`src/design/ssym_ram.sv`:
```
// Simple dual-port RAM with registered read data.
`timescale 1ns / 1ps
`default_nettype none

module ssym_ram #(
    parameter int DEPTH = 16,
    parameter int WIDTH = 8,
    parameter int AW    = $clog2(DEPTH)
) (
    input  wire logic             i_clk,
    input  wire logic             i_we,
    input  wire logic [AW-1:0]    i_waddr,
    input  wire logic [WIDTH-1:0] i_wdata,
    input  wire logic [AW-1:0]    i_raddr,
    output logic      [WIDTH-1:0] o_rdata
);

    logic [WIDTH-1:0] r_mem [DEPTH];

    // Write one word
    always_ff @(posedge i_clk) begin
        if (i_we) begin
            r_mem[i_waddr] <= i_wdata;
        end
    end

    // Read one word, registered
    always_ff @(posedge i_clk) begin
        o_rdata <= r_mem[i_raddr];
    end

endmodule

`default_nettype wire

```
`config.mk`:
```
export PLATFORM = sky130hd
export DESIGN_NAME = ssym_ram
export DESIGN_NICKNAME = d
export VERILOG_FILES = /design/src/design/ssym_ram.sv
export SDC_FILE = /design/constraint.sdc
export NUM_CORES = 1
export LEC_CHECK = 0
export BUFFER_PORTS_ARGS = -buffer_cell sky130_fd_sc_hd__clkbuf_2
export CAP_MARGIN = 20
export CORE_ASPECT_RATIO = 0.7
export CORE_UTILIZATION = 49
export DETAILED_ROUTE_END_ITERATION = 16
export GPL_TIMING_DRIVEN = 1
export HOLD_SLACK_MARGIN = 0.06
export PLACE_DENSITY = 0.75
export REMOVE_ABC_BUFFERS = 1
export SETUP_SLACK_MARGIN = 0.3
export SLEW_MARGIN = 20
export SYNTH_ARGS = -nofsm -noshare
export SYNTH_HDL_FRONTEND = slang
export SYNTH_SLANG_ARGS = --single-unit
```
`constraint.sdc`:
```
create_clock -name i_clk -period 3.7 [get_ports i_clk]
set_input_delay 0.74 -clock i_clk [delete_from_list [all_inputs] [get_ports i_clk]]
set_output_delay 0.74 -clock i_clk [all_outputs]
set_load 0.005 [all_outputs]
```
## Word-level counts from Yosys, hierarchy flattened

Memories as Yosys holds them, arrays and structs flattened. A register that Yosys moved wholly into a read port is not among the register bits.
Index checks and enable logic that the tools add are counted.

| cells by class | value |
|---|---|
| multiplexer cells | 2 |

Operators by type and width:

| kind | number |
|---|---|
| $mux 1 | 2 |

| storage, ports and cells | value |
|---|---|
| register bits after elaboration | 0 |
| memory bits (writable) | 128 |
| input port bits | 18 |
| word-level logic and storage cells | 3 |
| memories | 1 |

Memories:

| memory | depth | width | read ports | clocked after Yosys merged registers in | write ports | line | RTL |
|---|---|---|---|---|---|---|---|
| r_mem | 16 | 8 | 1 | 1 | 1 | 18 | `logic [WIDTH-1:0] r_mem [DEPTH];` |

## Depth between registers and ports, before layout

Gate-level depths: netlist (run 1).

| depth | value |
|---|---|
| depth after elaboration | 2 |
| gate-level depth with buffers | 5 |
| depth with buffers taken out | 3 |

## Worst setup path before layout (run 1)

Ideal clock, no wire load.

| timing | value |
|---|---|
| path kind | input to register |
| start point | input port i_waddr[2] |
| end point | memory r_mem[0][0] (enable) |
| arrival | 1850 ps |
| setup slack | 1467 ps |
| stages | 2 |
| cell sequence | or3b_2 -> nor3_1 |

RTL lines:

| item | line | RTL |
|---|---|---|
| start: declaration | 12 | `input wire logic [AW-1:0] i_waddr,` |
| end: declaration | 18 |  |

Straight into the memory's write port.

==> summary.md, run 1 <==
| Metric | Value |
|---|---|
| Drt pass-1 iters | 4 |
| Clock H-tree levels | 4 |
| Area growth syn-to-layout | 15.80% |
| Tot GR Track Use | 19.60% |
| Register Area | 4004 µm² |
| Minimum clock period | 2.192 ns |
| Fin. max-slew vios | 0 |
| Crit Path Max Fanout | 20 |
| Port bufs | 25 |
| Layout Nets | 287 |
| Num rows | 30 |
| RSZ-0062 raised after global routing | no |
| Die width | 124.5 µm |
| Gr ovfl total | 0 |
| Cts bufs inserted | 17 |
| Routability congestion estimate | 0.7216 |
| Reg clk slew, reported paths | 0.05 ns |
| Top-area cell type share of the netlist area | 74.67% |
| Clock tree buffer depth | 2 |
| Synth area leader | edfxtp_1 |
| # DRC | 0 |
| Post-detail-place hpwl | 6045 µm |
| Worst vdd ir | 549.5 µV |
| Area of the mapped netlist | 5147 µm² |
| Slew @ Worst Pin | 1.006 ns |
| Final Hold Fails | 0 |
| Die ar. | 10,930 µm² |
| MaxCap Viol Count | 0 |
| CTS tree | yes |
| Vias | 2,441 |
| CP arrival | 2.49 ns |
| Worst Skew | 0.005203 ns |
| Kind of critical path | input port to flip-flop |
| Commonest non-fill, non-tap cell in the layout | edfxtp_1 |
| Vias in the first global route | 2,501 |
| Synth area leaders | edfxtp_1 75%, mux4_2 7.9%, mux4_1 7.1%, dfxtp_1 3.1%, a22oi_1 2.3% |
| Largest net degree at the start of global routing | 33 |
| Post-Layout Cell Count | 410 |
| WL final | 9725 µm |
| Ant. Diodes | 0 |
| Post-CTS resize count | 0 |
| Vias/cell | 5.954 |
| First-pass GRT wire length | 14,590 µm |
| Number of synthesis warnings | 0 |
| Initial core utilization | 51.75% |
| Dpl cells | 378 |
| Post-CTS Setup Inserts | 0 |
| Die Y | 87.75 µm |
| Avg Inst Size Synth | 22.48 µm² |
| Final total power | 3.514 mW |
| Leakage power | 2.006 nW |
| Total negative setup slack | 0 ns |
| Yosys reg bits | 136 |
| 1st-iter DRT viols | 271 |
| Area of the multi-input gates | 1057 µm² |
| # fillers | 682 |
| Routed WL per cell | 23.72 µm |
| Part of the cycle the worst path needs | 59.23% |
| Commonest non-fill, non-tap cells in the layout | 128 x edfxtp_1, 25 x clkbuf_2, 18 x mux4_2 |
| Fraction of layout cells with a size suffix above 1 | 26.60% |
| CP startpoint kind | input port |
| Mapped Cells | 229 |
| Worst hold path type | flip-flop to flip-flop |
| Critical path capture point type | flip-flop |
| Initial antenna violation count | 0 |
| DRT antenna net count | 0 |
| Ports | 26 |
| Final setup fails | 0 |
| Outcome | finished clean |
| Sequential share of the synthesized area | 77.78% |
| Yosys cell types | 19 |
| Clock Sinks | 136 |
| Core area | 9947 µm² |
| Clock Latency Late Sink | 0.41 ns |
| Highest clock rate | 456.3 MHz |
| PD cells | 589.5 nW/µm² |
| Hold Buf Count CTS | 0 |
| Max-slew headroom | 32.66% |
| Critical Path RT | 4.00 ns |
| Root Driver | clkbuf_16 |
[power breakdown]
group | switching (mW) | leakage [nW] | internal (mW)
Sequential | 0.0121 | 1.22 | 1.72
Combinational | 0.0856 | 0.505 | 0.0631
Clock | 0.586 | 0.277 | 1.04
[per-stage QoR]
stage	cell area, µm²	hold slack, ns	setup slack [ns]	utilization [%]
floorplan	5061	0.6293	1.467	-
global placement	5391	0.6520	1.089	54.20
detailed placement	5391	0.6515	1.070	54.20
CTS	5961	0.6657	1.525	59.92
global route	5961	0.7048	1.418	59.92
finish	5961	0.6669	1.508	59.92
[cells in the mapped netlist]
cell and number:
mux4_2 18, a22oi_1 16, buf_4 1, nand2b_1 2
dfxtp_1 8, nor3_1 4, nand3b_1 2, clkdlybuf4s25_2 3
or3b_2 1, nand2_1 9, nor2_1 13, nand3_1 1
and2_1 1, buf_2 3, mux4_1 14, buf_6 3
nor2b_1 1, and2b_1 1, edfxtp_1 128
[final timing paths]
| path | from | to | slack [ns] | cells past startpoint |
|---|---|---|---|---|
| max | i_raddr[0] | o_rdata[3] | 1.51 | 5 |
| min | r_mem[4][0] | o_rdata[0] | 0.67 | 3 |
| max reg2reg | r_mem[3][4] | o_rdata[4] | 2.37 | 3 |
| min reg2reg | r_mem[4][0] | o_rdata[0] | 0.67 | 3 |
[cells by family after synthesis]
| family | share of synthesized area, % |
|---|---|
| AND/OR/NAND/NOR | 3.184 |
| buffers and inverters | 1.677 |
| AO/OA/AOI/OAI | 2.334 |
| multiplexers | 15.02 |
| flip-flops | 77.78 |
[critical path, cell delays in order]
cell	delay (ns)
clkbuf_2	0.57
buf_4	0.30
mux4_1	0.56
a22oi_1	0.21
nand2_1	0.09
[sequential cells by signal, summed over array words and instances, names as in the netlist]
signal,flops
r_mem,128
o_rdata,8
[cell type report]
cell class,count,area share [%]
flip-flops and latches,136,67.17
multi-input cells,83,17.74
repair buffers,31,2.855
clock buffers,20,7.326
well taps,128,2.687
clock inverters,12,2.225
[metal layers]
layer / up-vias / routed length [µm] / global-route usage (%)
met5: - / 0 / 0
met4: 0 / 71 / 6.681
li1: 1056 / - / -
met3: 9 / 820 / 8.064
met1: 1268 / 4443 / 27.28
met2: 108 / 4390 / 28.28
No activity file was read; power rests on OpenSTA's default activity.
==> run 2: changes to the inputs <==
- clock period: 3.7 -> 2.15 ns (I/O delays scaled with it)
==> run 2 against run 1 <==
Net effect: critical path depth is the same; final area grew 3.1%; largest power group unchanged; first-iteration DRC count shrank 39%.
==> summary.md, run 2 (synthesis results as in run 1) <==
| Metric | Value |
|---|---|
| Critical Path RT | 2.44 ns |
| Ports | 26 |
| Commonest non-fill, non-tap cell in the layout | edfxtp_1 |
| Vias/cell | 5.814 |
| CP arrival | 1.82 ns |
| PD cells | 1012 nW/µm² |
| Layout Nets | 302 |
| Drt pass-1 iters | 6 |
| Crit-path cells | clkbuf_2 > buf_12 > mux4_1 > a22oi_1 > nand2_1 |
| Cts bufs inserted | 17 |
| Outcome | finished clean |
| Hold path startpoint | i_wdata[3] |
| Crit-path max cell delay | 0.64 ns |
| Area growth syn-to-layout | 19.42% |
| Clock Latency Late Sink | 0.41 ns |
| Die Y | 87.75 µm |
| Hold Buf Count CTS | 0 |
| Reg2reg end | o_rdata[3] |
| Tot GR Track Use | 19.94% |
| Routability congestion estimate | 0.7588 |
| Core area | 9947 µm² |
| Post-Layout Cell Count | 425 |
| Post-CTS Setup Inserts | 0 |
| Gr ovfl total | 0 |
| CTS tree | yes |
| Final Hold Fails | 0 |
| CP startpoint kind | input port |
| Highest clock rate | 652.5 MHz |
| Largest Register | r_mem |
| Worst slack, placed | 0.2887 ns |
| MaxCap Viol Count | 0 |
| Post-CTS resize count | 0 |
| Final WS setup | 0.6174 ns |
| Num rows | 30 |
| Worst hold endpoint | r_mem[11][3] |
| Vias in the first global route | 2,519 |
| Worst hold path type | input port to flip-flop |
| # DRC | 0 |
| Critical path capture point type | flip-flop |
| Fin. max-slew vios | 0 |
| First-pass GRT wire length | 14,820 µm |
| Ant. Diodes | 0 |
| WHS Path Cells | 1 |
| Worst reg2reg startpoint | r_mem[0][3] |
| Top Registers | r_mem (128), o_rdata (8) |
| Fraction of layout cells with a size suffix above 1 | 31.65% |
| Port bufs | 25 |
| Commonest non-fill, non-tap cells in the layout | 128 x edfxtp_1, 25 x clkbuf_2, 19 x buf_4 |
| Worst Skew | 0.008390 ns |
| Vias | 2,471 |
| 1st-iter DRT viols | 164 |
| WL final | 9785 µm |
| Root Driver | clkbuf_16 |
| Max reg flops | 128 |
| Placed inst area | 5529 µm² |
| R2R Setup Slk | 0.74 ns |
| Post-detail-place hpwl | 6095 µm |
| Worst vdd ir | 652.0 µV |
| Worst R2R Path Depth | 3 |
| Max-slew headroom | 72.14% |
| Clock H-tree levels | 4 |
| Die ar. | 10,930 µm² |
| Layout Utilization | 61.80% |
| Routed WL per cell | 23.02 µm |
| Clock tree buffer depth | 2 |
| Clock Sinks | 136 |
| Final setup fails | 0 |
| Hold_ws | 0.4423 ns |
| Initial core utilization | 51.75% |
| Slowest cell on crit path | mux4_1 |
| RSZ-0062 raised after global routing | no |
| Largest net degree at the start of global routing | 33 |
| Die width | 124.5 µm |
| Part of the cycle the worst path needs | 71.28% |
| Slew @ Worst Pin | 0.4180 ns |
| Final total power | 6.219 mW |
| Dpl cells | 393 |
| Reg clk slew, reported paths | 0.06 ns |
| Minimum clock period | 1.533 ns |
| Crit Path Max Fanout | 32 |
| DRT antenna net count | 0 |
| Initial antenna violation count | 0 |
| Design area | 6147 µm² |
| Leakage power | 2.123 nW |
| Kind of critical path | input port to flip-flop |
| Total negative setup slack | 0 ns |
run 2: metal layers:
layer | vias to the layer above | track usage [%] | wire, µm
li1 | 1084 | - | -
met1 | 1288 | 28.44 | 4482
met2 | 92 | 29.08 | 4571
met3 | 7 | 6.659 | 679
met4 | 0 | 7.119 | 51
met5 | - | 0 | 0
run 2: worst max path at each step:
stage                     from     endpoint  slack, ns  cells after the start
floorplan           i_waddr[2]  r_mem[0][0]       0.23                      2
global route        i_raddr[0]   o_rdata[3]       0.59                      5
global placement    i_raddr[0]   o_rdata[3]       0.32                      5
finish              i_raddr[0]   o_rdata[3]       0.62                      5
detailed placement  i_raddr[0]   o_rdata[3]       0.29                      5
CTS                 i_raddr[0]   o_rdata[3]       0.63                      5
run 2: where the power goes:
group | switching [mW] | total, mW | internal, mW
Combinational | 0.150 | 0.270 | 0.120
Clock | 1.00 | 2.96 | 1.96
Sequential | 0.0199 | 2.99 | 2.97
Total | 1.17 | 6.22 | 5.05
run 2: cell type report:
type,count,area (µm²)
clock buffers,23,498.0
clock inverters,9,120.1
fillers,705,3800
multi-input cells,83,1057
flip-flops and latches,136,4004
well taps,128,160.2
repair buffers,46,307.8
run 2: critical path, delay by kind of cell:
family | cells | cell delay (ns)
AND/OR/NAND/NOR | 1 | 0.10
multiplexers | 1 | 0.64
AO/OA/AOI/OAI | 1 | 0.27
buffers and inverters | 2 | 0.36
==> run 3: changes to the inputs <==
- clock period: 2.15 -> 1.55 ns (I/O delays scaled with it)
==> run 3 against run 2 <==
Net effect: die area unchanged; clock-buffer cell count decreased by 2; first-iteration DRC count is 24% higher; core utilization rose by 1.3 points; critical path type is now flip-flop to flip-flop; largest cell class unchanged.
==> summary.md, run 3 (synthesis results as in run 1) <==
| Metric | Value |
|---|---|
| Port bufs | 25 |
| Routability congestion estimate | 0.7597 |
| Die ar. | 10,930 µm² |
| Comb pwr share | 5.0% |
| Clock Sinks | 136 |
| First-pass GRT wire length | 15,440 µm |
| Worst Skew | 0.006511 ns |
| Core area | 9947 µm² |
| RSZ-0062 raised after global routing | yes |
| Register share of total power | 47.2% |
| Largest Register | r_mem |
| Sw power | 1.634 mW |
| Vias | 2,484 |
| Post-CTS Setup Inserts | 0 |
| Tot GR Track Use | 20.53% |
| Num rows | 30 |
| Outcome | finished clean |
| Area growth syn-to-layout | 21.97% |
| Worst hold path type | input port to flip-flop |
| Worst reg2reg startpoint | r_mem[2][5] |
| Max-slew headroom | 29.77% |
| Routed WL per cell | 23.39 µm |
| Highest clock rate | 792.1 MHz |
| PD cells | 1400 nW/µm² |
| Clock H-tree levels | 4 |
| Slowest cell on crit path | mux4_2 |
| Final total power | 8.789 mW |
| CP startpoint kind | flip-flop |
| DRT antenna net count | 0 |
| Layout Nets | 310 |
| Critical path capture point type | flip-flop |
| Leakage power | 2.129 nW |
| Die Y | 87.75 µm |
| Drt pass-1 iters | 4 |
| Vias in the first global route | 2,589 |
| Root Driver | clkbuf_16 |
| CP arrival | 1.55 ns |
| Final setup fails | 0 |
| Post-detail-place hpwl | 6510 µm |
| Kind of critical path | flip-flop to flip-flop |
| Clock tree buffer depth | 2 |
| Crit Path Max Fanout | 1 |
| Design area | 6279 µm² |
| Top Registers | r_mem (128), o_rdata (8) |
| Placed inst area | 5627 µm² |
| Critical Path RT | 1.84 ns |
| CTS tree | yes |
| Ant. Diodes | 0 |
| Pint | 7.156 mW |
| Worst slack, placed | -0.2358 ns |
| Clock Latency Late Sink | 0.41 ns |
| Part of the cycle the worst path needs | 81.45% |
| Cts bufs inserted | 17 |
| Critical Path End | o_rdata[5] |
| Reg2reg end | o_rdata[5] |
| Final Hold Fails | 0 |
| Fraction of layout cells with a size suffix above 1 | 41.97% |
| # fillers | 684 |
| Final WS setup | 0.2876 ns |
| Ports | 26 |
| Vias/cell | 5.737 |
| Gr ovfl total | 0 |
| Commonest non-fill, non-tap cell in the layout | edfxtp_1 |
| R2R Setup Slk | 0.29 ns |
| Crit-path max cell delay | 0.49 ns |
| Worst vdd ir | 1045 µV |
| 1st-iter DRT viols | 204 |
| Slew @ Worst Pin | 1.051 ns |
| Die width | 124.5 µm |
| Worst R2R Path Depth | 3 |
| Minimum clock period | 1.262 ns |
| Commonest non-fill, non-tap cells in the layout | 128 x edfxtp_1, 30 x mux4_2, 24 x clkbuf_2, 24 x buf_4, 17 x clkbuf_16 |
| Clock network power share | 47.8% |
| Switching part of the total power | 18.59% |
| MaxCap Viol Count | 0 |
| Fin. max-slew vios | 0 |
| Max reg flops | 128 |
| Critical path startpoint | r_mem[2][5] |
| # DRC | 0 |
| Hold_ws | 0.3245 ns |
| Reg clk slew, reported paths | 0.05 ns |
| Crit-path cells | mux4_2 > a22oi_2 > nand2_1 |
| Hold Buf Count CTS | 0 |
| Initial antenna violation count | 0 |
| WL final | 10,130 µm |
| Largest net degree at the start of global routing | 21 |
| Initial core utilization | 51.75% |
-- run 3: cell types whose count changed in the layout (fill, tap and decap cells not counted), moves of 3 or more --
cell | previous run | this run
mux4_2 | 18 | 30
clkbuf_1 | 1 | 4
buf_4 | 19 | 24
a22oi_1 | 16 | 3
buf_12 | 2 | 5
mux4_1 | 14 | 2
clkbuf_8 | 5 | 0
a22oi_2 | 0 | 13
-- run 3: worst min path at each step --
stage	slack [ns]	end	startpoint	cells after the start
2_1_floorplan	0.41	r_mem[0][0]	i_wdata[0]	0
3_3_place_gp	0.65	o_rdata[1]	r_mem[8][1]	3
3_5_place_dp	0.66	o_rdata[4]	r_mem[15][4]	3
4_1_cts	0.32	r_mem[12][6]	i_wdata[6]	1
5_1_grt	0.34	r_mem[13][4]	i_wdata[4]	1
6_report	0.32	r_mem[6][1]	i_wdata[1]	1
-- run 3: worst max-delay path, delay by kind of cell (launching register included) --
kind / cells / cell delay [ns]
AO/OA/AOI/OAI: 1 / 0.20
flip-flops: 1 / 0.37
multiplexers: 1 / 0.49
AND/OR/NAND/NOR: 1 / 0.08
-- run 3: power by group through the flow --
stage          Sequential (mW)  Clock (mW)  Combinational (mW)
3_3_place_gp              4.22           0               0.395
5_1_grt                   4.15        4.44               0.472
4_1_cts                   4.15        4.27               0.428
6_report                  4.15        4.20               0.437
2_1_floorplan             4.21           0               0.165
3_5_place_dp              4.22           0               0.408
-- run 3: area by class of cell --
class                      count  area (µm²)  share of cell area [%]
tap                          128       160.2                   2.551
clock inverter                11       181.4                   2.890
multi-input combinational     83        1082                   17.24
clock buffer                  21       440.4                   7.015
sequential                   136        4006                   63.81
timing repair buffer          54       407.9                   6.497
-- run 3: metal layers --
metal | vias up | part of all wire [%] | global-route usage (%)
met1 | 1292 | 45 | 29.61
met3 | 4 | 8.3 | 5.498
met4 | 0 | 0.50 | 6.900
met2 | 97 | 46 | 30.89
met5 | - | 0 | 0
li1 | 1091 | - | -
-- run 3: metrics by stage --
step                      utilization, %  TNS [ns]  instances
after detailed placement           56.57    -1.644        401
after CTS                          62.98         0        433
after floorplan                        -    -2.321        219
after global routing               63.12         0        433
final                              63.12         0        433
after global placement             56.57    -1.215        401
-- run 3: timing repair --
item                                    CTS  global route
pin swaps                                 6             7
endpoints found under the setup margin    8            17
gates resized for setup                  16            13
