--- src/design/ssym_pkg.sv ---
// Shared codes, widths and result type for the scoped symbol table.
`timescale 1ns / 1ps
`default_nettype none

package ssym_pkg;

    // Fixed field widths
    localparam int OP_W     = 3;
    localparam int KEY_IN_W = 64;
    localparam int TYPE_W   = 8;
    localparam int STATUS_W = 3;
    localparam int OPEN_W   = 5;

    // Operation codes
    localparam logic [OP_W-1:0] OP_CLEAR    = 3'd0;
    localparam logic [OP_W-1:0] OP_PUSH     = 3'd1;
    localparam logic [OP_W-1:0] OP_POP      = 3'd2;
    localparam logic [OP_W-1:0] OP_DECLARE  = 3'd3;
    localparam logic [OP_W-1:0] OP_FIND_TOP = 3'd4;
    localparam logic [OP_W-1:0] OP_FIND_ALL = 3'd5;

    // Status codes
    localparam logic [STATUS_W-1:0] ST_OK        = 3'd0;
    localparam logic [STATUS_W-1:0] ST_NOT_FOUND = 3'd1;
    localparam logic [STATUS_W-1:0] ST_NO_SCOPE  = 3'd2;
    localparam logic [STATUS_W-1:0] ST_DUPLICATE = 3'd3;
    localparam logic [STATUS_W-1:0] ST_FULL      = 3'd4;
    localparam logic [STATUS_W-1:0] ST_IGNORED   = 3'd5;

    // Result item, status in the lowest bits
    typedef struct packed {
        logic [OPEN_W-1:0]   open_scopes;
        logic [TYPE_W-1:0]   found_type;
        logic [STATUS_W-1:0] status;
    } t_result;

endpackage

`default_nettype wire

--- src/design/ssym_seq.sv ---
// Sequencer with the shared key comparator, scope level and result register.
`timescale 1ns / 1ps
`default_nettype none

module ssym_seq
    import ssym_pkg::*;
#(
    parameter int MAX_SCOPES  = 16,
    parameter int SCOPE_SLOTS = 64,
    parameter int KEY_BYTES   = 8,
    parameter int KEY_W       = 8 * KEY_BYTES,
    parameter int SC_W        = $clog2(MAX_SCOPES),
    parameter int FILL_W      = $clog2(SCOPE_SLOTS + 1),
    parameter int ADDR_W      = $clog2(MAX_SCOPES * SCOPE_SLOTS)
) (
    input  wire logic                i_clk,
    input  wire logic                i_rst_n,
    // request side
    input  wire logic                i_in_valid,
    output logic                     o_in_ready,
    input  wire logic [OP_W-1:0]     i_op,
    input  wire logic [KEY_IN_W-1:0] i_key,
    input  wire logic [TYPE_W-1:0]   i_type,
    // result side
    output logic                     o_out_valid,
    input  wire logic                i_out_ready,
    output t_result                  o_result,
    // scope fill RAM
    output logic                     o_fill_we,
    output logic [SC_W-1:0]          o_fill_waddr,
    output logic [FILL_W-1:0]        o_fill_wdata,
    output logic [SC_W-1:0]          o_fill_raddr,
    input  wire logic [FILL_W-1:0]   i_fill_rdata,
    // entry RAM
    output logic                     o_ent_we,
    output logic [ADDR_W-1:0]        o_ent_waddr,
    output logic [KEY_W-1:0]         o_ent_wkey,
    output logic [TYPE_W-1:0]        o_ent_wtype,
    output logic [ADDR_W-1:0]        o_ent_raddr,
    input  wire logic [KEY_W-1:0]    i_ent_rkey,
    input  wire logic [TYPE_W-1:0]   i_ent_rtype
);

    localparam int LVL_W = $clog2(MAX_SCOPES + 1);
    localparam logic [LVL_W-1:0]  DEPTH_L = LVL_W'(MAX_SCOPES);
    localparam logic [FILL_W-1:0] SLOTS_L = FILL_W'(SCOPE_SLOTS);

    typedef enum logic [4:0] {
        S_IDLE = 5'b00001,
        S_FRD  = 5'b00010,
        S_FGET = 5'b00100,
        S_SCAN = 5'b01000,
        S_DONE = 5'b10000
    } t_state;

    t_state              r_state, n_state;
    logic [LVL_W-1:0]    r_level, n_level;
    logic                r_pend, n_pend;
    logic                r_out_valid, n_out_valid;
    logic [OP_W-1:0]     r_op, n_op;
    logic [KEY_W-1:0]    r_key, n_key;
    logic [TYPE_W-1:0]   r_type, n_type;
    logic [SC_W-1:0]     r_scope, n_scope;
    logic [FILL_W-1:0]   r_fill, n_fill;
    logic [FILL_W-1:0]   r_slot, n_slot;
    logic [STATUS_W-1:0] r_status, n_status;
    logic [TYPE_W-1:0]   r_found, n_found;
    t_result             r_out, n_out;
    logic                in_xfer;
    logic                hit;

    // Entry address of a slot within a scope
    function automatic logic [ADDR_W-1:0] slot_addr(input logic [SC_W-1:0] s,
                                                    input logic [FILL_W-1:0] i);
        slot_addr = ADDR_W'(ADDR_W'(s) * ADDR_W'(SCOPE_SLOTS)) + ADDR_W'(i);
    endfunction

    assign o_in_ready  = (r_state == S_IDLE);
    assign in_xfer     = i_in_valid && o_in_ready;
    assign hit         = r_pend && (i_ent_rkey == r_key);
    assign o_out_valid = r_out_valid;
    assign o_result    = r_out;

    // Sequence one operation
    always_comb begin
        n_state      = r_state;
        n_level      = r_level;
        n_pend       = r_pend;
        n_out_valid  = r_out_valid;
        n_op         = r_op;
        n_key        = r_key;
        n_type       = r_type;
        n_scope      = r_scope;
        n_fill       = r_fill;
        n_slot       = r_slot;
        n_status     = r_status;
        n_found      = r_found;
        n_out        = r_out;
        o_fill_we    = 1'b0;
        o_fill_waddr = r_scope;
        o_fill_wdata = '0;
        o_fill_raddr = r_scope;
        o_ent_we     = 1'b0;
        o_ent_waddr  = slot_addr(r_scope, r_fill);
        o_ent_wkey   = r_key;
        o_ent_wtype  = r_type;
        o_ent_raddr  = slot_addr(r_scope, r_slot - FILL_W'(1));

        // drop the result once taken
        if (r_out_valid && i_out_ready) begin
            n_out_valid = 1'b0;
        end

        case (r_state)
            S_IDLE: begin
                if (in_xfer) begin
                    n_op     = i_op;
                    n_key    = i_key[KEY_W-1:0];
                    n_type   = i_type;
                    n_found  = '0;
                    n_status = ST_IGNORED;
                    n_state  = S_DONE;
                    case (i_op)
                        OP_CLEAR: begin
                            n_level  = '0;
                            n_status = ST_OK;
                        end
                        OP_PUSH: begin
                            if (r_level < DEPTH_L) begin
                                // open a scope with no entries
                                o_fill_we    = 1'b1;
                                o_fill_waddr = SC_W'(r_level);
                                n_level      = r_level + LVL_W'(1);
                                n_status     = ST_OK;
                            end
                        end
                        OP_POP: begin
                            if (r_level != '0) begin
                                n_level  = r_level - LVL_W'(1);
                                n_status = ST_OK;
                            end
                        end
                        OP_DECLARE, OP_FIND_TOP, OP_FIND_ALL: begin
                            if (r_level == '0) begin
                                n_status = ST_NO_SCOPE;
                            end else begin
                                n_scope = SC_W'(r_level - LVL_W'(1));
                                n_state = S_FRD;
                            end
                        end
                        default: begin
                            n_status = ST_IGNORED;
                        end
                    endcase
                end
            end
            S_FRD: begin
                n_state = S_FGET;
            end
            S_FGET: begin
                n_fill  = i_fill_rdata;
                n_slot  = i_fill_rdata;
                n_pend  = 1'b0;
                n_state = S_SCAN;
            end
            S_SCAN: begin
                if (hit) begin
                    // newest matching entry wins
                    n_pend = 1'b0;
                    if (r_op == OP_DECLARE) begin
                        n_status = ST_DUPLICATE;
                    end else begin
                        n_status = ST_OK;
                        n_found  = i_ent_rtype;
                    end
                    n_state = S_DONE;
                end else if (r_slot != '0) begin
                    // fetch the next older entry
                    n_slot = r_slot - FILL_W'(1);
                    n_pend = 1'b1;
                end else if (r_pend) begin
                    n_pend = 1'b0;
                end else if (r_op == OP_DECLARE) begin
                    n_state = S_DONE;
                    if (r_fill >= SLOTS_L) begin
                        n_status = ST_FULL;
                    end else begin
                        // append the name and bump the fill
                        o_ent_we     = 1'b1;
                        o_fill_we    = 1'b1;
                        o_fill_wdata = r_fill + FILL_W'(1);
                        n_status     = ST_OK;
                    end
                end else if (r_op == OP_FIND_ALL && r_scope != '0) begin
                    // move one scope outward
                    n_scope = r_scope - SC_W'(1);
                    n_state = S_FRD;
                end else begin
                    n_status = ST_NOT_FOUND;
                    n_state  = S_DONE;
                end
            end
            S_DONE: begin
                if (!r_out_valid || i_out_ready) begin
                    n_out_valid       = 1'b1;
                    n_out.status      = r_status;
                    n_out.found_type  = r_found;
                    n_out.open_scopes = OPEN_W'(r_level);
                    n_state           = S_IDLE;
                end
            end
            default: begin
                n_state = S_IDLE;
            end
        endcase
    end

    // Control state
    always_ff @(posedge i_clk) begin
        if (!i_rst_n) begin
            r_state     <= S_IDLE;
            r_level     <= '0;
            r_pend      <= 1'b0;
            r_out_valid <= 1'b0;
        end else begin
            r_state     <= n_state;
            r_level     <= n_level;
            r_pend      <= n_pend;
            r_out_valid <= n_out_valid;
        end
    end

    // Payload
    always_ff @(posedge i_clk) begin
        r_op     <= n_op;
        r_key    <= n_key;
        r_type   <= n_type;
        r_scope  <= n_scope;
        r_fill   <= n_fill;
        r_slot   <= n_slot;
        r_status <= n_status;
        r_found  <= n_found;
        r_out    <= n_out;
    end

`ifndef SYNTHESIS
    a_level_range: assert property (@(posedge i_clk) disable iff (!i_rst_n)
        r_level <= DEPTH_L)
        else $error("scope level beyond depth");

    a_no_overfill: assert property (@(posedge i_clk) disable iff (!i_rst_n)
        o_ent_we |-> (r_fill < SLOTS_L) && (r_op == OP_DECLARE))
        else $error("entry written into a full scope");

    a_found_only_ok: assert property (@(posedge i_clk) disable iff (!i_rst_n)
        r_out_valid && (r_out.status != ST_OK) |-> r_out.found_type == '0)
        else $error("type reported without a match");

    a_load_from_done: assert property (@(posedge i_clk) disable iff (!i_rst_n)
        $rose(r_out_valid) |-> $past(r_state == S_DONE))
        else $error("result loaded outside completion");
`endif

endmodule

`default_nettype wire

--- config.mk ---
export PLATFORM = sky130hd
export DESIGN_NAME = ssym_seq
export DESIGN_NICKNAME = d
export VERILOG_FILES = /design/src/design/ssym_pkg.sv /design/src/design/ssym_seq.sv
export SDC_FILE = /design/constraint.sdc
export NUM_CORES = 1
export LEC_CHECK = 0
export BUFFER_PORTS_ARGS = -buffer_cell sky130_fd_sc_hd__buf_2
export CAP_MARGIN = 20
export CELL_PAD_IN_SITES_DETAIL_PLACEMENT = 1
export CELL_PAD_IN_SITES_GLOBAL_PLACEMENT = 2
export CORE_MARGIN = 4
export CORE_UTILIZATION = 31
export DETAILED_ROUTE_END_ITERATION = 16
export HOLD_SLACK_MARGIN = 0.03
export PLACE_DENSITY_LB_ADDON = 0.12
export REMOVE_ABC_BUFFERS = 1
export SLEW_MARGIN = 25
export SYNTH_ARGS = -nofsm -noshare
export SYNTH_HDL_FRONTEND = slang
export SYNTH_SLANG_ARGS = --single-unit
--- constraint.sdc ---
create_clock -name i_clk -period 6.07 [get_ports i_clk]
set_input_delay 0.607 -clock i_clk [delete_from_list [all_inputs] [get_ports i_clk]]
set_output_delay 0.607 -clock i_clk [all_outputs]
set_load 0.005 [all_outputs]
## Word-level counts from Yosys, hierarchy flattened

Cells that the tools add are included.

| word-level totals | value |
|---|---|
| output and inout port bits | 127 |
| input bits | 158 |
| memories | 0 |
| bits in read-only memories | 0 |
| RAM bits | 0 |
| bits in latches | 0 |
| register bits | 132 |
| word-level logic and storage cells | 144 |

| cells by class | value |
|---|---|
| $add $sub $neg | 7 |
| order comparisons | 2 |
| bitwise operators | 0 |
| multiplexer cells | 68 |
| divide/modulo/power cells | 0 |
| eq/ne operators | 29 |
| $mul | 0 |
| reduce and logical (&&, ||, !) cells | 23 |
| shift operators | 0 |

Operators by type and width:

| cell | number |
|---|---|
| == test 64 bit | 1 |
| two-way mux 7 bit | 8 |
| two-way mux 5 bit | 11 |
| two-way mux 4 bit | 12 |
| two-way mux 3 bit | 10 |
| one-hot mux 5 bit (5 select lines) | 1 |
| two-way mux 8 bit | 3 |
| != test 2 bit (second input constant) | 11 |
| adder 10 x 7 -> 10 bit | 2 |
| one-hot mux 8 bit (2 select lines) | 1 |
| one-hot mux 5 bit (3 select lines) | 1 |
| two-way mux 1 bit | 14 |
| one-hot mux 7 bit (2 select lines) | 1 |
| one-hot mux 3 bit (4 select lines) | 1 |
| AND reduction 5 bit | 2 |
| == test 3 x 2 -> 1 bit (second input constant) | 3 |
| == test 3 bit (second input constant) | 3 |
| AND reduction 9 bit | 1 |
| one-hot mux 4 bit (2 select lines) | 1 |
| AND reduction 4 bit | 2 |
| adder 7 x 1 -> 7 bit (second input constant) | 1 |
| >= comparator 7 bit (second input constant) | 1 |
| nonzero test 7 bit | 1 |
| subtractor 7 x 1 -> 7 bit (second input constant) | 1 |
| 28 further kinds | 36 |

## Depth between registers and ports, before layout

Gate-level depths: netlist of run 1.

| depth | value |
|---|---|
| depth in word-level cells | 8 |
| mapped depth | 9 |
| depth with buffers taken out | 9 |

## Least setup slack after synthesis of run 1

OpenSTA, ideal clock, no wires.

| timing | value |
|---|---|
| path type | input port to flip-flop |
| from | in i_in_valid |
| to | reg r_status[0], enable pin |
| stages on the path | 5 |
| setup slack | 2.766 ns |
| arrival time | 2.960 ns |
| data required time | 5.726 ns |
| path through | and3b_1 > nand2_1 > inv_1 > o2111ai_1 > o21ai_0 |

| between the ends | value |
|---|---|
| word-level cells in the longest chain between the ends | 3 |

RTL lines:

| item | line | source |
|---|---|---|
| from (decl) | ssym_seq.sv:19 | `input wire logic i_in_valid,` |
| logical AND 1 bit | ssym_seq.sv:79 | `assign in_xfer = i_in_valid && o_in_ready;` |
| != test 2 x 1 -> 1 bit (no source line) | - |  |
| AND reduction 5 bit (no source line) | - |  |
| to (signal assigned) | ssym_seq.sv:241 | `r_status <= n_status;` |
| to (decl) | ssym_seq.sv:66 | `logic [STATUS_W-1:0] r_status, n_status;` |

Every way passes these cells.
A chain may end at the register's enable or synchronous reset.

## Final worst setup path of run 1

| timing | value |
|---|---|
| from | reg r_slot[0] |
| to | out o_ent_raddr[8] |

| between the ends | value |
|---|---|
| word-level cells in the longest chain between the ends | 2 |

RTL lines:

| item | line | source |
|---|---|---|
| from (decl) | ssym_seq.sv:65 | `logic [FILL_W-1:0] r_slot, n_slot;` |
| from (signal assigned) | ssym_seq.sv:240 | `r_slot <= n_slot;` |
| subtractor 7 x 1 -> 7 bit | ssym_seq.sv:107 | `o_ent_raddr = slot_addr(r_scope, r_slot - FILL_W'(1));` |
| adder 10 x 7 -> 10 bit | ssym_seq.sv:75 | `slot_addr = ADDR_W'(ADDR_W'(s) * ADDR_W'(SCOPE_SLOTS)) + ADDR_W'(i);` |
| to (decl) | ssym_seq.sv:39 | `output logic [ADDR_W-1:0] o_ent_raddr,` |

Every way passes these cells.

==> flow_metrics.env, run 1 <==
export IMPL_synth_edf_count=120
export IMPL_rsz0062_at_grt="false"
export IMPL_synth_ff_type="edfxtp_1"
export IMPL_synth_cell_type_count=59
export IMPL_cts_made_buffers=17
export IMPL_ys_ff_latch=132
export IMPL_cp_max_fo=3
export IMPL_cts_resized=0
export IMPL_min_period_over_period_pct=57.1
export IMPL_synth_area_mm2=0.00617
export IMPL_cts_root_buf="clkbuf_16"
export IMPL_gr_total_overflow=0
export IMPL_areaGrowthSynthToFinish_pct=36.4
export IMPL_fin_skew_ps=10.0
export IMPL_grt_usage_pct=17.0
export IMPL_synthCells=473
export IMPL_die_h_um=149
export IMPL_p_per_area_mw_per_mm2=323
export IMPL_pin_count=285
export IMPL_fin_tns_setup_ps=0
export IMPL_drt_iter0_drc=180
export IMPL_yosysWarnings=0
export IMPL_slew_violations=0
export IMPL_final_common_cell="buf_2"
export IMPL_arrival_ps=2860
export IMPL_ir_drop_uv=197
export IMPL_die_x_um=149
export IMPL_nets=928
export IMPL_finalWeightedCongestion=0.843
export IMPL_required_ps=5460
export IMPL_core_mm2=0.0195
export IMPL_via_per_inst=4.60
export IMPL_syn_area_per_cell_um2=13.1
export IMPL_vias=4775
export IMPL_clk_path_buf_depth=2
export IMPL_max_freq_mhz=288
export IMPL_cts_hold_buf=0
export IMPL_clock_latency_ps=420
export IMPL_cp_start_kind="register"
export IMPL_cts_sinks=132
export IMPL_drt_pre_antenna_iters=4
export IMPL_drive_above_1_share_pct=43.1
export IMPL_final_cell_mix="buf_2 (284), edfxtp_1 (120), xnor2_1 (59)"
export IMPL_antenna_found_initial=6
export IMPL_ctsHtreeMaxLevel=4
export IMPL_avgRoutedWirePerCell_um=18.3
export IMPL_crit_type="reg -> out"
export IMPL_clk_pin_slew_ps=60
export IMPL_p_leak_nw=3.46
export IMPL_hpwl_mm=15.3
export IMPL_cts_setup_buffers=0
export IMPL_rows=51
export IMPL_cap_violations=0
export IMPL_initial_core_util_pct=31.6
export IMPL_grt_pass1_wl_mm=28.8
export IMPL_postLayoutCoreUtil_pct=43.1
export IMPL_cp_end_kind="output port"
export IMPL_ys_seq_area_share_pct=62.3
export IMPL_grt_max_degree=45
export IMPL_finalSetupViolations=0
export IMPL_wl_mm=19.0
export IMPL_dieArea_mm2=0.0222
export IMPL_port_buffers=284
export IMPL_run_status="finished, final reports clean"
export IMPL_crit_slowest_cell="or3b_2"
export IMPL_slowest_delay_ps=520
export IMPL_crit_top_cell="ha_1"
export IMPL_grt_pass1_vias=5249
export IMPL_drcViolationCount=0
export IMPL_min_period_ps=3470
export IMPL_cts_tree="yes"
export IMPL_tightest_slew_ps=950
export IMPL_hp_class="in -> reg"
export IMPL_slew_headroom_pct=36.0
export IMPL_crit_chain="inv_1, ha_1, or3b_2, nor3_1, xnor2_1, ha_1, ha_1, xor2_1, buf_2"
export IMPL_synthArstFlopShare_pct=0
export IMPL_finalHoldViolations=0
export IMPL_antenna_left=0
metrics by stage:
stage	instances	power (W)	setup slack [ps]	cell area [um^2]	hold slack [ps]
6_report	1039	0.00272	2600	8420	358
5_1_grt	1037	0.00285	2440	8420	338
4_1_cts	1035	0.00276	2540	8410	337
3_5_place_dp	1003	0.00173	2550	7830	406
3_3_place_gp	1003	0.00172	2650	7830	400
2_1_floorplan	451	0.00147	2770	6050	400
path summary, 6_finish.rpt:
check             slack [ps]      startpoint  depth (start not counted)        endpoint
setup / recovery        2600       r_slot[0]                          9  o_ent_raddr[8]
hold / removal           360       i_key[20]                          1  o_ent_wkey[20]
setup reg to reg        2890  o_ent_wkey[54]                          9     r_status[0]
hold reg to reg          420      r_found[4]                          0     o_result[7]
synth_stat cells (all sizes together) (11+ instances only):
cell / number / area share (%)
edfxtp: 120 / 58
xnor2: 59 / 8.4
nor2: 35 / 2.1
nand2: 25 / 1.6
xor2: 23 / 3.3
inv: 19 / 1.2
a21oi: 14 / 1.1
nand4: 14 / 1.4
o21ai: 14 / 1.1
ha: 13 / 2.6
buf: 12 / 1.4
dfxtp: 12 / 3.9
nor3: 11 / 1.1
layout make-up:
class / instances / area (um^2)
diodes: 4 / 10.0
fillers: 2204 / 11100
flip-flops and latches: 132 / 3840
well taps: 265 / 332
multi-input cells: 300 / 2140
repair buffers: 287 / 1440
inverters: 19 / 72.6
clock inverters: 14 / 150
clock buffers: 18 / 429
worst max-delay path: cells and delay by family, from the launching register on:
kind | cells | cell delay, ps
buf+inv | 2 | 230
fa+ha+maj | 3 | 610
xor+xnor | 2 | 380
flops | 1 | 420
simple gates | 2 | 800
registers in the layout (all words and copies together) (netlist names):
name	cells
o_fill_raddr	4
r_status	3
r_state	5
r_found	8
o_ent_wtype	8
r_fill	7
r_pend	1
o_ent_wkey	64
r_op	3
r_slot	7
o_out_valid	1
r_level	5
o_result	16
power breakdown:
part	leakage (nW)	switching, W	internal (W)	total (W)
clock network	0.283	0.000412	0.000610	0.00102
registers	1.22	0.0000804	0.00116	0.00124
logic	1.95	0.000256	0.000207	0.000463
total	3.46	0.000749	0.00197	0.00272
per-layer routing:
layer | global-route usage [%] | part of all wire [%] | vias up
li1 | - | - | 2306
met1 | 19.3 | 39 | 2258
met2 | 29.3 | 51 | 175
met3 | 6.56 | 8.3 | 30
met4 | 6.13 | 1.7 | 6
met5 | 0 | 0.22 | -
kinds of logic (layout without fill, tap and decap cells):
| family | after synthesis | count (layout) | share of synthesized area, % |
|---|---|---|---|
| xor gates and xnor gates | 82 | 82 | 11.6 |
| and+or+nand+nor | 142 | 142 | 13.3 |
| DFF | 132 | 132 | 62.3 |
| muxes | 4 | 4 | 0.689 |
| other | 0 | 4 | 0 |
| buffers and inverters | 41 | 338 | 3.18 |
| adders and majority gates | 13 | 13 | 2.63 |
| AOI/OAI and AO/OA | 59 | 59 | 6.32 |
(Power assumes the default switching activity.)
==> run 2: changes to the inputs <==
Settings changed: CORE_UTILIZATION 31 to 26.
Clock period 6.07 ns to 2.9 ns, I/O delays scaled along.
==> flow_metrics.env, run 2 (synthesis gave the netlist of run 1 again) <==
export IMPL_run_status="finished, final reports clean"
export IMPL_initial_core_util_pct=26.4
export IMPL_finalSetupViolations=0
export IMPL_cp_start_kind="register"
export IMPL_crit_slowest_cell="edfxtp_1"
export IMPL_drt_pre_antenna_iters=4
export IMPL_dieArea_mm2=0.0263
export IMPL_cts_tree="yes"
export IMPL_arrival_ps=2460
export IMPL_hp_class="in -> reg"
export IMPL_grt_pass1_wl_mm=30.2
export IMPL_avgRoutedWirePerCell_um=17.5
export IMPL_finalHoldViolations=0
export IMPL_crit_end="o_ent_raddr[8]"
export IMPL_cap_violations=0
export IMPL_finalNonFillerCells=1140
export IMPL_ctsHtreeMaxLevel=4
export IMPL_cts_sinks=132
export IMPL_cts_made_buffers=17
export IMPL_pin_count=285
export IMPL_fin_hold_ws_ps=48.0
export IMPL_nets=979
export IMPL_cts_root_buf="clkbuf_16"
export IMPL_antenna_found_initial=3
export IMPL_rsz0062_at_grt="true"
export IMPL_port_buffers=284
export IMPL_worst_path_dominant_cell_family="simple AND/OR/NAND/NOR gates"
export IMPL_crit_type="reg -> out"
export IMPL_design_power_total_w=0.00607
export IMPL_clock_latency_ps=420
export IMPL_finalWeightedCongestion=0.748
export IMPL_rows=56
export IMPL_r2r_slack_ps=150
export IMPL_grt_usage_pct=14.9
export IMPL_crit_chain="inv_2, ha_4, or3b_4, nor3_4, xnor2_2, ha_1, ha_1, xor2_1, buf_2"
export IMPL_fin_tns_setup_ps=0
export IMPL_drive_above_1_share_pct=44.6
export IMPL_cp_num_buf_inv=2
export IMPL_drt_iter0_drc=151
export IMPL_areaGrowthSynthToFinish_pct=47.9
export IMPL_via_per_inst=4.37
export IMPL_final_cell_mix="buf_2 (284), edfxtp_1 (120), xnor2_1 (54)"
export IMPL_wl_mm=20.0
export IMPL_max_freq_mhz=364
export IMPL_fin_skew_ps=20.7
export IMPL_reg2regPathDepth=10
export IMPL_final_common_cell="buf_2"
export IMPL_reg2reg_to="r_status[1]"
export IMPL_antenna_left=0
export IMPL_vias=4982
export IMPL_die_x_um=162
export IMPL_crit_path_start="r_slot[1]"
export IMPL_clk_pin_slew_ps=60
export IMPL_tightest_slew_ps=685
export IMPL_clk_path_buf_depth=2
export IMPL_crit_cells=9
export IMPL_required_ps=2610
export IMPL_drcViolationCount=0
export IMPL_slew_headroom_pct=54.3
export IMPL_die_h_um=162
export IMPL_core_mm2=0.0234
export IMPL_slowest_delay_ps=400
export IMPL_cp_end_kind="output port"
export IMPL_grt_max_degree=71
export IMPL_min_period_ps=2750
export IMPL_p_per_area_mw_per_mm2=664
export IMPL_grt_pass1_vias=5476
export IMPL_rr_startpoint="o_ent_wkey[7]"
export IMPL_slew_violations=0
export IMPL_crit_top_cell="ha_1"
export IMPL_gr_total_overflow=0
export IMPL_p_leak_nw=3.77
export IMPL_placed_cells=1070
export IMPL_min_period_over_period_pct=94.8
export IMPL_ir_drop_uv=371
export IMPL_hpwl_mm=15.7
export IMPL_largest_reg_flops=64
export IMPL_cp_max_fo=2
-- run 2: changes by cell type in the layout (fill, tap and decap cells not counted), sizes merged --
cell / before / now
buf: 287 / 307
bufinv: 2 / 5
clkbuf: 18 / 17
clkinv: 6 / 4
clkinvlp: 2 / 1
diode: 4 / 1
dlygate4sd3: 0 / 31
-- run 2: metrics by stage --
stage	instance area [um^2]	worst slack [ps]	utilization (%)
floorplan	6050	-227	-
global placement	8010	103	34.2
detailed placement	8010	76.1	34.2
CTS	8900	0.822	38.0
global route	9130	-17.6	39.0
finish	9130	150	39.0
-- run 2: per-layer routing --
layer  GRT usage (%)  part of all wire [%]
met5               0                  0.11
met2            26.0                    51
met1            17.0                    40
met3            5.73                   8.2
met4            4.19                   1.4
-- run 2: area by class of cell --
class                      count  area (um^2)
sequential                   132         3840
clock inverter                14          224
fill                        2622        14300
clock buffer                  17          425
tap                          319          399
antenna                        1         2.50
multi-input combinational    300         2240
timing repair buffer         338         1920
inverter                      19         71.3
-- run 2: what timing repair did --
item | 4_1_cts | 5_1_grt
endpoints found under the hold margin | 18 | 13
setup buffers | 4 | 3
pin swaps | 2 | 5
endpoints found under the setup margin | 12 | 13
gates resized for setup | 5 | 16
hold buffers | 18 | 13
-- run 2: power breakdown --
group          total (W)  switching [W]  internal [W]
Sequential       0.00257       0.000161       0.00241
Clock            0.00243       0.000890       0.00154
Combinational    0.00106       0.000565      0.000500
-- run 2: how the worst min path moves through the flow --
stage	from	endpoint	cells after the start
floorplan	i_key[0]	o_ent_wkey[0]	0
global placement	r_found[1]	o_result[4]	0
detailed placement	r_found[6]	o_result[9]	0
CTS	i_type[2]	o_ent_wtype[2]	1
global route	i_key[13]	o_ent_wkey[13]	1
finish	i_key[13]	o_ent_wkey[13]	1
